<file path="src/sv/fcqi_pkg.sv">
// ----------------------------------------------------------------------------
// Fully connected q7 interleaved: shared types and constants
// Item types, operation and register codes, and sizes of the stores and the
// result queue.
// ----------------------------------------------------------------------------
package fcqi_pkg;

  localparam int MAX_VECTOR = 1024;
  localparam int MAX_ROWS   = 1024;
  localparam int VEC_AW     = $clog2(MAX_VECTOR);
  localparam int ROW_AW     = $clog2(MAX_ROWS);
  localparam int SIZE_W     = 11;
  localparam int GROUP_ROWS = 4;
  localparam int BANK_AW    = ROW_AW - 2;
  localparam int GRP_W      = ROW_AW - 2;
  localparam int OFF_W      = VEC_AW + 2;
  localparam int DATA_W     = 8;
  localparam int SUM_W      = 32;
  localparam int FIFO_DEPTH = 32;
  localparam int FIFO_AW    = $clog2(FIFO_DEPTH);
  localparam int OCC_W      = $clog2(FIFO_DEPTH + 1);

  typedef enum logic [1:0] {
    OP_VECTOR = 2'd0,
    OP_BIAS   = 2'd1,
    OP_WEIGHT = 2'd2
  } op_e;

  typedef enum logic [2:0] {
    CFG_VECTOR_LENGTH = 3'd0,
    CFG_ROW_COUNT     = 3'd1,
    CFG_BIAS_SHIFT    = 3'd2,
    CFG_OUTPUT_SHIFT  = 3'd3,
    CFG_BIAS_ENABLE   = 3'd4
  } cfg_index_e;

  typedef struct packed {
    logic [1:0]               operation;
    logic signed [DATA_W-1:0] data_value;
  } in_item_t;

  typedef struct packed {
    logic signed [DATA_W-1:0] result_value;
    logic [ROW_AW-1:0]        row_index;
    logic                     last_row;
  } out_item_t;

  typedef struct packed {
    logic              vec_wr;
    logic [VEC_AW-1:0] vec_addr;
    logic              bias_wr;
    logic [ROW_AW-1:0] bias_addr;
    logic              weight;
    logic [VEC_AW-1:0] col;
    logic [1:0]        lane;
    logic              start_all;
    logic              start_one;
    logic              emit;
    logic              emit_four;
    logic [ROW_AW-1:0] row;
    logic              last;
  } seq_ctrl_t;

  typedef struct packed {
    logic valid;
    logic four;
  } fifo_push_t;

endpackage

</file>
<file path="src/sv/fcqi_seq.sv">
// ----------------------------------------------------------------------------
// Fully connected q7 interleaved: load pointers and weight position
// Tracks where the next vector element, bias and weight belong, and marks the
// first and last weight of each row group or leftover row.
// ----------------------------------------------------------------------------
module fcqi_seq (
  input  logic                         clk_i,
  input  logic                         rst_ni,
  input  logic                         accept_i,
  input  logic [1:0]                   operation_i,
  input  logic [fcqi_pkg::SIZE_W-1:0]  len_i,
  input  logic [fcqi_pkg::SIZE_W-1:0]  rows_i,
  input  logic                         clear_i,
  output fcqi_pkg::seq_ctrl_t          ctrl_o
);

  logic [fcqi_pkg::VEC_AW-1:0] vptr_q;
  logic [fcqi_pkg::ROW_AW-1:0] bptr_q;
  logic                        tail_q;
  logic [fcqi_pkg::GRP_W-1:0]  grp_q;
  logic [fcqi_pkg::OFF_W-1:0]  off_q;
  logic [fcqi_pkg::ROW_AW-1:0] trow_q;
  logic [fcqi_pkg::VEC_AW-1:0] tcol_q;

  logic [fcqi_pkg::GRP_W:0]    groups;
  logic [fcqi_pkg::GRP_W:0]    blocks;
  logic                        in_tail;
  logic                        in_block;
  logic [fcqi_pkg::OFF_W:0]    gsize_m1;
  logic                        full_end;
  logic                        grp_last;
  logic                        tail_end;
  logic                        trow_last;
  logic                        is_weight;
  logic                        vec_wr;
  logic                        bias_wr;
  logic [fcqi_pkg::VEC_AW-1:0] vptr_d;
  logic [fcqi_pkg::ROW_AW-1:0] bptr_d;

  assign groups    = rows_i[fcqi_pkg::SIZE_W-1:2];
  assign blocks    = len_i[fcqi_pkg::SIZE_W-1:2];
  assign in_tail   = tail_q || (groups == '0);
  assign in_block  = {1'b0, off_q[fcqi_pkg::OFF_W-1:4]} < blocks;
  assign gsize_m1  = {len_i, 2'b00} - 13'd1;
  assign full_end  = {1'b0, off_q} == gsize_m1;
  assign grp_last  = {1'b0, grp_q} == (groups - 9'd1);
  assign tail_end  = {1'b0, tcol_q} == (len_i - 11'd1);
  assign trow_last = {1'b0, trow_q} == (rows_i - 11'd1);

  assign vec_wr    = accept_i && (operation_i == fcqi_pkg::OP_VECTOR);
  assign bias_wr   = accept_i && (operation_i == fcqi_pkg::OP_BIAS);
  assign is_weight = accept_i && (operation_i == fcqi_pkg::OP_WEIGHT) &&
                     (len_i != '0) && (rows_i != '0);

  assign vptr_d = (({1'b0, vptr_q} + 11'd1) >= len_i) ? '0 : vptr_q + 10'd1;
  assign bptr_d = (({1'b0, bptr_q} + 11'd1) >= rows_i) ? '0 : bptr_q + 10'd1;

  always_comb begin
    ctrl_o.vec_wr    = vec_wr;
    ctrl_o.vec_addr  = vptr_q;
    ctrl_o.bias_wr   = bias_wr;
    ctrl_o.bias_addr = bptr_q;
    ctrl_o.weight    = is_weight;
    if (in_tail) begin
      ctrl_o.col  = tcol_q;
      ctrl_o.lane = 2'd0;
      ctrl_o.row  = trow_q;
      ctrl_o.last = trow_last;
    end else begin
      if (in_block) begin
        ctrl_o.col  = {off_q[fcqi_pkg::OFF_W-1:4], off_q[1], off_q[3]};
        ctrl_o.lane = {off_q[2], off_q[0]};
      end else begin
        ctrl_o.col  = off_q[fcqi_pkg::OFF_W-1:2];
        ctrl_o.lane = off_q[1:0];
      end
      ctrl_o.row  = {grp_q, 2'b00};
      ctrl_o.last = (rows_i[1:0] == 2'd0) && grp_last;
    end
    ctrl_o.start_all = is_weight && !in_tail && (off_q == '0);
    ctrl_o.start_one = is_weight && in_tail && (tcol_q == '0);
    ctrl_o.emit      = is_weight && (in_tail ? tail_end : full_end);
    ctrl_o.emit_four = !in_tail;
  end

  always_ff @(posedge clk_i or negedge rst_ni) begin
    if (!rst_ni) begin
      vptr_q <= '0;
      bptr_q <= '0;
      tail_q <= 1'b0;
      grp_q  <= '0;
      off_q  <= '0;
      trow_q <= '0;
      tcol_q <= '0;
    end else if (clear_i) begin
      vptr_q <= '0;
      bptr_q <= '0;
      tail_q <= 1'b0;
      grp_q  <= '0;
      off_q  <= '0;
      trow_q <= '0;
      tcol_q <= '0;
    end else begin
      if (vec_wr) begin
        vptr_q <= vptr_d;
      end
      if (bias_wr) begin
        bptr_q <= bptr_d;
      end
      if (is_weight) begin
        if (in_tail) begin
          if (tail_end) begin
            tcol_q <= '0;
            if (trow_last) begin
              tail_q <= 1'b0;
              trow_q <= '0;
              grp_q  <= '0;
              off_q  <= '0;
            end else begin
              trow_q <= trow_q + 10'd1;
            end
          end else begin
            tcol_q <= tcol_q + 10'd1;
          end
        end else begin
          if (full_end) begin
            off_q <= '0;
            if (grp_last) begin
              grp_q <= '0;
              if (rows_i[1:0] != 2'd0) begin
                tail_q <= 1'b1;
                trow_q <= {rows_i[fcqi_pkg::ROW_AW-1:2], 2'b00};
                tcol_q <= '0;
              end
            end else begin
              grp_q <= grp_q + 8'd1;
            end
          end else begin
            off_q <= off_q + 12'd1;
          end
        end
      end
    end
  end

endmodule

</file>
<file path="config.mk">
export PLATFORM = sky130hd
export DESIGN_NAME = fcqi_seq
export DESIGN_NICKNAME = d
export VERILOG_FILES = /design/src/sv/fcqi_pkg.sv /design/src/sv/fcqi_seq.sv
export SDC_FILE = /design/constraint.sdc
export NUM_CORES = 1
export LEC_CHECK = 0
export ABC_AREA = 0
export BUFFER_PORTS_ARGS = -buffer_cell sky130_fd_sc_hd__buf_2
export CAP_MARGIN = 0
export CORE_ASPECT_RATIO = 0.9
export CORE_MARGIN = 5
export CORE_UTILIZATION = 25
export DETAILED_ROUTE_END_ITERATION = 16
export PLACE_DENSITY = 0.39
export SETUP_SLACK_MARGIN = 0.5
export SLEW_MARGIN = 40
export SYNTH_ARGS = -nofsm -noshare
export SYNTH_HDL_FRONTEND = slang
export SYNTH_SLANG_ARGS = --single-unit
</file>
<file path="constraint.sdc">
create_clock -name clk_i -period 3.3 [get_ports clk_i]
set_input_delay 0.495 -clock clk_i [delete_from_list [all_inputs] [get_ports clk_i]]
set_output_delay 0.495 -clock clk_i [all_outputs]
set_load 0.02 [all_outputs]
</file>
==> results of run 1 <==
per-layer routing:
layer | vias up | part of all wire, % | track usage, % | wire length (microns)
met5 | - | 0 | 0 | 0
li1 | 3240 | - | - | -
met3 | 17 | 3.4 | 2.316 | 820
met4 | 0 | 1.0 | 3.392 | 251
met1 | 3216 | 52 | 26.30 | 12730
met2 | 126 | 44 | 25.83 | 10640
cell usage after synthesis (4+ instances only):
cell type,number,area share (%)
or2_2,7,0.72
and3_1,29,3.0
o21bai_1,6,0.74
buf_4,4,0.50
nor3_1,20,1.7
nand2b_1,11,1.1
nor2b_1,20,2.1
nand3_1,39,3.2
clkbuf_2,4,0.33
o2111a_1,5,0.93
o22ai_1,10,1.0
mux2i_1,9,1.5
a41oi_1,7,1.0
inv_1,34,2.1
a221o_1,4,0.66
or4_1,5,0.62
o211ai_1,7,0.87
a211o_1,4,0.58
and2_1,6,0.62
xnor2_1,36,5.2
o21ai_0,59,4.9
ha_1,41,8.5
nor4_1,7,0.72
or3_1,5,0.52
nor2_1,35,2.2
a22o_1,19,2.7
nor3b_1,4,0.50
xor2_1,19,2.7
nand4_1,10,1.0
buf_2,8,0.66
clkbuf_1,38,2.4
a211oi_1,4,0.50
a21oi_1,18,1.5
a31oi_1,13,1.3
dfrtp_1,61,25
nand2_1,114,7.1
a21o_1,13,1.6
power by group:
group          leakage (nW)  internal (mW)  switching [mW]
registers             0.824          0.830           0.150
clock network         0.143          0.604           0.382
logic                  3.49          0.972            1.01
total                  4.46           2.41            1.54
layout make-up:
| cell class | count | area (sq um) |
|---|---|---|
| Tap cell | 308 | 385.4 |
| Sequential cell | 61 | 1535 |
| Timing Repair Buffer | 248 | 2155 |
| Inverter | 35 | 157.7 |
| Clock inverter | 4 | 47.55 |
| Multi-Input combinational cell | 631 | 4862 |
| Clock buffer | 12 | 246.5 |
| Fill cell | 2468 | 14660 |
per-stage QoR:
| step | utilization [%] | setup TNS, ns | area [sq um] | std cells | total power [mW] |
|---|---|---|---|---|---|
| floorplan | - | -0.6838 | 6186 | 784 | 1.743 |
| global placement | 31.28 | -7.944 | 7525 | 1224 | 2.284 |
| detailed placement | 31.30 | -6.024 | 7528 | 1224 | 2.272 |
| CTS | 35.97 | 0 | 8651 | 1280 | 3.702 |
| global route | 39.03 | 0 | 9389 | 1299 | 4.179 |
| finish | 39.03 | 0 | 9389 | 1299 | 3.950 |
state kept, by name, indices dropped and copies added (netlist names):
name,count
bptr_q,10
vptr_q,10
tcol_q,10
trow_q,10
tail_q,1
grp_q,8
off_q,12
logic make-up (layout without fill, tap and decap cells):
group	count (synthesis)	in the layout	share of synthesized area [%]
DFF	61	61	25.20
xor gates and xnor gates	56	56	8.325
muxes	10	10	1.673
adders and majority gates	41	41	8.469
buffers and inverters	92	299	6.466
AOI/OAI and AO/OA	193	193	21.65
and+or+nand+nor	331	331	28.22
worst max-delay path: stages:
cell and delay (ns):
buf_2 0.13, buf_4 0.16, nor4_2 0.25, buf_4 0.15, nand4_1 0.11, o311ai_2 0.29, nor2_2 0.11, or4_4 0.56
o31ai_4 0.24, buf_6 0.16
worst paths after layout:
| kind | slack [ns] | cells after the start | endpoint | startpoint |
|---|---|---|---|---|
| hold / removal | 0.13 | 1 | off_q[2]$_DFFE_PN0P_ | rst_ni |
| max in group asynchronous | 2.32 | 2 | bptr_q[3]$_DFFE_PN0P_ | rst_ni |
| min in group clk_i | 0.50 | 2 | bptr_q[1]$_DFFE_PN0P_ | bptr_q[1]$_DFFE_PN0P_ |
| hold reg to reg | 0.50 | 2 | bptr_q[1]$_DFFE_PN0P_ | bptr_q[1]$_DFFE_PN0P_ |
| setup / recovery | 0.15 | 10 | ctrl_o[12] | len_i[2] |
| setup reg to reg | 0.29 | 8 | tcol_q[3]$_DFFE_PN0P_ | off_q[5]$_DFFE_PN0P_ |
what timing repair did:
item | in CTS | in global routing
gates resized for setup | 141 | 133
pin swaps | 42 | 67
hold buffers | 0 | 0
gates cloned | 6 | 1
buffers inserted | 34 | 18
setup endpoints to repair | 78 | 88
==> impl_metrics.toml, run 1 <==
[timing]
setup_viol = 0
timing.final.crit_share_pct = 95.45
slew_headroom_pct = 51.16
slew_violations = 0
rsz0062_at_grt = "true"
fin_ws_ns = 0.1502
max_slew.worst_pin.slew_ns = 0.7300
hold_slack_ns = 0.1327
clock_skew_ns = 0.005905
max_freq_ghz = 0.3175
hold_viol = 0
min_period_ns = 3.150

[worst_setup_path]
end_kind = "primary output"
worst_setup_path_start_kind = "input port"
arrival_ns = 2.65
cp.required_ns = 2.80
crit_fanout = 4
crit_type = "in -> out"

[floorplan]
design.portCount = 78
dieArea_sq_um = 27450
fp-row-count = 54
core_sq_um = 24050
start_util_pct = 25.18
die_h_microns = 157.7
die_width_microns = 174.1

[route]
via_per_inst = 5.080
drc = 0
first_pass_iters = 4
dr_total_vias = 6599
drt_wl_total_microns = 24440
drtIter0Drc = 430
routedWlPerCell_microns = 18.81
final_antenna_net_count = 0

[placement]
gp_congestion = 0.8303
dp_hpwl_microns = 18010
place_ws_ns = -0.2884
port_buffers = 77

[layout]
diodes = 0
layout_common_cells = "buf_4, nand2_1, buf_6"
layout-drive-gt1-share_pct = 41.27
area_growth_syn_to_layout_pct = 55.01
fin_nets = 1055
layout_commonest_cell = "buf_4"

[yosys]
ys.flop_type = "dfrtp_1"
syn_area_sq_um = 6057
synth_cell_type_count = 69
synth-seq-cells = 61
yosys_warnings = 0
async_reset_ff_share_pct = 100.0
synth_nets = 853
yosysSeqAreaShare_pct = 25.20
postSynthCellCount = 784
syn_area_per_cell_sq_um = 7.726
synth-edff-count = 0

[status]
status = "finished, final reports clean"

[pwr]
ir_drop_v = 0.0002812
leakage_nw = 4.455
power_density_nw_per_um2 = 420.7

[worst_hold_path]
hp-class = "in -> async"

[clock_tree]
htreeDepth = 3
clock_sinks = 61
insertion_delay_ns = 0.34
cts-root-buf = "clkbuf_16"
cts_tree = "done"
path_clk_slew_ns = 0.06
numCtsBuffers = 9
clk_path_buf_depth = 2

[run]
maxCapViolCount = 0

[grt]
grt_max_degree = 29
antenna_found_initial = 0
grt-ovfl-total = 0
grt_pass1_wl_microns = 37290
grt_usage_pct = 17.19
grt_pass1_vias = 6362
No activity file was read; power rests on OpenSTA's default activity.
==> inputs of run 2 (changes only) <==
- CELL_PAD_IN_SITES_DETAIL_PLACEMENT: unset -> 1
- CELL_PAD_IN_SITES_GLOBAL_PLACEMENT: unset -> 2
- CORE_UTILIZATION: 25 -> 31
- GPL_TIMING_DRIVEN: unset -> 0
- PLACE_DENSITY: 0.39 -> 0.74
==> run 2 against run 1 <==
Compared with the run above:
- the run now ends with setup timing left
- design area is 0.96% lower
- first-iteration DRC count decreased by 11%
- hold slack improved by 0.31 ns
- largest power group unchanged
- critical endpoint unchanged
- via count is 2.5% higher
- clock-buffer cell count down 1
==> impl_metrics.toml, run 2 (synthesis results as in run 1) <==
[route]
via_per_inst = 5.646
dr_total_vias = 6764
drt_wl_total_microns = 25210
routedWlPerCell_microns = 21.04
final_antenna_net_count = 0
first_pass_iters = 5
drc = 0
drtIter0Drc = 382

[layout]
layout-drive-gt1-share_pct = 37.66
area_growth_syn_to_layout_pct = 53.52
diodes = 0
top_register = "off_q"
finalNonFillerCells = 1198
fin_nets = 1012
largest_reg_flops = 12
layout_common_cells = "nand2_1, buf_4, dfrtp_1"
layout_commonest_cell = "nand2_1"

[clock_tree]
insertion_delay_ns = 0.35
clk_path_buf_depth = 2
path_clk_slew_ns = 0.06
cts-root-buf = "clkbuf_16"
numCtsBuffers = 9
cts_tree = "done"
htreeDepth = 3
clock_sinks = 61

[timing]
min_period_ns = 3.340
fin_ws_ns = -0.04023
max_slew.worst_pin.slew_ns = 0.7261
final.setup.tns_ns = -0.04023
slew_headroom_pct = 51.41
rsz0062_at_grt = "true"
max_freq_ghz = 0.2994
slew_violations = 0
clock_skew_ns = 0.004643
hold_viol = 0
timing.final.crit_share_pct = 101.2
setup_viol = 1

[worst_setup_path]
r2r-start = "off_q[8]$_DFFE_PN0P_"
crit_type = "in -> out"
r2r_end = "tcol_q[7]$_DFFE_PN0P_"
arrival_ns = 2.85
reg2reg_depth = 11
worst_setup_path_start_kind = "input port"
crit_path_start = "len_i[1]"
crit_fanout = 5
end_kind = "primary output"
cp.required_ns = 2.80
r2r_slack_ns = 0.04
endpoint = "ctrl_o[12]"

[run]
maxCapViolCount = 0

[grt]
grt_usage_pct = 21.61
grt-ovfl-total = 0
antenna_found_initial = 0
grt_pass1_wl_microns = 38140
grt_pass1_vias = 6828
grt_max_degree = 54

[floorplan]
design.portCount = 78
core_sq_um = 19220
die_h_microns = 142.6
fp-row-count = 48
die_width_microns = 157.3
dieArea_sq_um = 22440
start_util_pct = 31.52

[pwr]
ir_drop_v = 0.0002990
leakage_nw = 4.376
power_density_nw_per_um2 = 444.6

[worst_hold_path]
hold_depth = 3
hp-class = "in -> reg"

[placement]
gp_congestion = 0.8716
port_buffers = 67
place_inst = 1102
dp_hpwl_microns = 17320

[status]
violations = "setup timing"
status = "complete, but fails checks"
run 2: cell count changes in the layout (fill, tap and decap cells not counted), sizes merged:
cell and change:
a31oi +1, dlygate4sd3 +1, buf -83, clkinvlp -1, clkbuf +37, bufinv +2
run 2: timing repair:
action / CTS / global route
pin swaps: 42 / 63
buffers inserted: 40 / 31
setup endpoints to repair: 89 / 87
hold buffers: 1 / 0
cloned: 5 / 3
gates resized for setup: 220 / 137
endpoints found under the hold margin: 8 / 0
run 2: where the power goes:
part           switching, mW  total, mW  internal (mW)
Sequential             0.177       1.01          0.829
Combinational           1.06       2.00          0.943
Clock                  0.387       1.12          0.736
run 2: final cells by class:
class | count | area (sq um)
clock buffer | 11 | 232.7
clock inverter | 5 | 100.1
sequential | 61 | 1535
tap | 250 | 312.8
timing repair buffer | 147 | 1365
inverter | 35 | 178.9
multi-input combinational | 632 | 5016
buffer | 57 | 558.0
fill | 2281 | 9920
run 2: critical path, stage by stage:
cell and delay (ns):
buf_4 0.16, inv_4 0.06, ha_4 0.15, buf_6 0.11, nor3b_4 0.15, and3_1 0.15, or4_4 0.54, nand2b_4 0.15
or4_4 0.43, o31ai_4 0.28, buf_6 0.17
run 2: worst min path at each step:
stage	slack [ns]	to	startpoint
2_1_floorplan	0.20	bptr_q[0]$_DFFE_PN0P_	rst_ni
3_5_place_dp	0.31	off_q[5]$_DFFE_PN0P_	rst_ni
3_3_place_gp	0.49	vptr_q[9]$_DFFE_PN0P_	vptr_q[9]$_DFFE_PN0P_
4_1_cts	0.44	trow_q[8]$_DFFE_PN0P_	rows_i[8]
5_1_grt	0.44	trow_q[3]$_DFFE_PN0P_	rows_i[3]
6_report	0.44	trow_q[3]$_DFFE_PN0P_	rows_i[3]
run 2: stage by stage:
| step | instance area [sq um] | hold WS [ns] | setup WS (ns) | total power, mW | util, % |
|---|---|---|---|---|---|
| 5_1_grt | 9299 | 0.4375 | -0.09648 | 4.299 | 48.39 |
| 2_1_floorplan | 6186 | 0.1994 | -0.1326 | 1.743 | - |
| 6_report | 9299 | 0.4383 | -0.04023 | 4.134 | 48.39 |
| 3_5_place_dp | 6868 | 0.3111 | -0.6702 | 2.175 | 35.74 |
| 3_3_place_gp | 6834 | 0.4945 | -0.6389 | 2.119 | 35.56 |
| 4_1_cts | 8486 | 0.4395 | 0.009823 | 3.819 | 44.15 |
run 2: layer usage:
layer	wire length (microns)	global-route usage [%]	vias to the layer above	share of wire, %
li1	-	-	3150	-
met1	11410	30.09	3416	45
met2	12290	35.35	174	49
met3	1196	3.515	24	4.7
met4	316	4.889	0	1.3
met5	0	0	-	0
==> inputs of run 3 (changes only) <==
- CELL_PAD_IN_SITES_DETAIL_PLACEMENT: 1 -> 0
- CELL_PAD_IN_SITES_GLOBAL_PLACEMENT: 2 -> 1
- CORE_UTILIZATION: 31 -> 35
- CTS_BUF_LIST: unset -> sky130_fd_sc_hd__clkbuf_4
- PLACE_DENSITY: 0.74 -> 0.67
==> run 3 against run 2 <==
Compared with the run above:
- the flow still finishes with violations (setup timing)
- first-iteration DRC count rose by 15%
- maximum frequency fell by 0.38%
- hold slack got worse by 0.11 ns
- largest cell class unchanged
- routed wire length fell by 13%
- non-clock buffer count fell by 4
- sequential power barely moved
- critical path depth rose by 2
- sequential share of layout area rose by 0.88 points
- die area fell by 11%
- register-to-register slack barely moved
- via count fell by 2.4%
- clock power fell by 49%
==> impl_metrics.toml, run 3 (synthesis results as in run 1) <==
[placement]
dp_hpwl_microns = 15280
gp_congestion = 0.8763
port_buffers = 67

[clock_tree]
insertion_delay_ns = 0.44
clk_path_buf_depth = 2
cts-root-buf = "clkbuf_4"
clock_sinks = 61
path_clk_slew_ns = 0.11
htreeDepth = 3
numCtsBuffers = 9
cts_tree = "done"

[timing]
max_freq_ghz = 0.2983
slew_headroom_pct = 43.68
setup_viol = 1
hold_viol = 0
clock_skew_ns = 0.01313
max_slew.worst_pin.slew_ns = 0.8383
rsz0062_at_grt = "true"
min_period_ns = 3.353
final.setup.tns_ns = -0.05281
slew_violations = 0
fin_ws_ns = -0.05281
timing.final.crit_share_pct = 101.6

[layout]
layout-drive-gt1-share_pct = 35.95
diodes = 0
regArea_sq_um = 1536
nFillCells = 1618
fin_nets = 1007
top_register = "off_q"
layout_common_cells = "nand2_1, buf_6, dfrtp_1"
largest_reg_flops = 12
multiInputGateArea_sq_um = 4873
area_growth_syn_to_layout_pct = 45.84
layout_commonest_cell = "nand2_1"

[grt]
grt_pass1_vias = 6276
grt_pass1_wl_microns = 34010
grt_usage_pct = 21.23
antenna_found_initial = 0
grt_max_degree = 55
grt-ovfl-total = 0

[worst_setup_path]
arrival_ns = 2.86
r2r_slack_ns = 0.03
crit_type = "in -> out"
end_kind = "primary output"
cp.required_ns = 2.80
worst_setup_path_start_kind = "input port"
crit_fanout = 6

[pwr]
power_density_nw_per_um2 = 397.7
power_mw = 3.513
ir_drop_v = 0.0002722
leakage_nw = 4.232

[run]
maxCapViolCount = 0

[status]
violations = "setup timing"
status = "complete, but fails checks"

[floorplan]
start_util_pct = 35.74
design.portCount = 78
core_sq_um = 16950
die_h_microns = 134.8
die_width_microns = 148.7
fp-row-count = 45
dieArea_sq_um = 20040

[route]
routedWlPerCell_microns = 18.55
drtIter0Drc = 439
first_pass_iters = 5
drt_wl_total_microns = 21850
drc = 0
final_antenna_net_count = 0
via_per_inst = 5.602
dr_total_vias = 6599

[worst_hold_path]
hp-class = "in -> reg"
==> run 3: timing repair <==
| item | CTS | global route |
|---|---|---|
| buffers inserted | 45 | 20 |
| endpoints found under the setup margin | 89 | 87 |
| cloned | 7 | 2 |
| resized for setup | 230 | 98 |
| hold buffers | 1 | 0 |
| endpoints found under the hold margin | 7 | 0 |
| pin swaps | 68 | 56 |
==> run 3: where the power goes <==
part	leakage (nW)	total, mW	internal, mW	switching (mW)
Clock	0.0743	0.568	0.243	0.325
Combinational	3.34	1.97	0.953	1.01
Sequential	0.823	0.980	0.829	0.150
Total	4.23	3.51	2.03	1.49
==> run 3: layout make-up <==
class	count	area share [%]
multi-input combinational	631	55.17
sequential	61	17.39
inverter	35	1.870
buffer	57	5.765
timing repair buffer	143	14.96
clock buffer	11	0.9348
tap	235	3.329
clock inverter	5	0.5807
==> run 3: critical path, cell delays in order <==
cell,delay (ns)
buf_6,0.10
buf_8,0.13
inv_4,0.05
ha_4,0.12
buf_6,0.10
nor3b_4,0.22
buf_6,0.16
a21oi_2,0.06
or4_4,0.43
nand2b_4,0.15
or4_4,0.43
o31ai_4,0.26
buf_6,0.17
==> run 3: layer usage <==
metal / vias up / global-route usage (%) / share of wire, %
li1: 3146 / - / -
met1: 3226 / 30.80 / 46
met2: 195 / 33.12 / 47
met3: 32 / 3.289 / 5.2
met4: 0 / 5.131 / 1.6
met5: - / 0 / 0
==> run 3: per-stage QoR <==
stage / instances / util, % / instance area, sq um / setup slack [ns] / hold slack, ns
floorplan: 784 / - / 6186 / -0.1326 / 0.1994
global placement: 1086 / 40.21 / 6815 / -0.6220 / 0.4906
detailed placement: 1087 / 40.41 / 6849 / -0.6153 / 0.3044
CTS: 1156 / 48.91 / 8289 / -0.04462 / 0.3198
global route: 1178 / 52.12 / 8833 / -0.1410 / 0.3292
finish: 1178 / 52.12 / 8833 / -0.05281 / 0.3254
==> run 3: path summary, 6_finish.rpt <==
kind / from / endpoint / cells after the start
worst min-delay path: rows_i[9] / trow_q[9]$_DFFE_PN0P_ / 3
max in group asynchronous: rst_ni / off_q[6]$_DFFE_PN0P_ / 3
min in group asynchronous: rst_ni / vptr_q[3]$_DFFE_PN0P_ / 2
worst min register to register: vptr_q[9]$_DFFE_PN0P_ / vptr_q[9]$_DFFE_PN0P_ / 2
worst max-delay path: len_i[0] / ctrl_o[12] / 13
worst max register to register: off_q[8]$_DFFE_PN0P_ / trow_q[7]$_DFFE_PN0P_ / 11
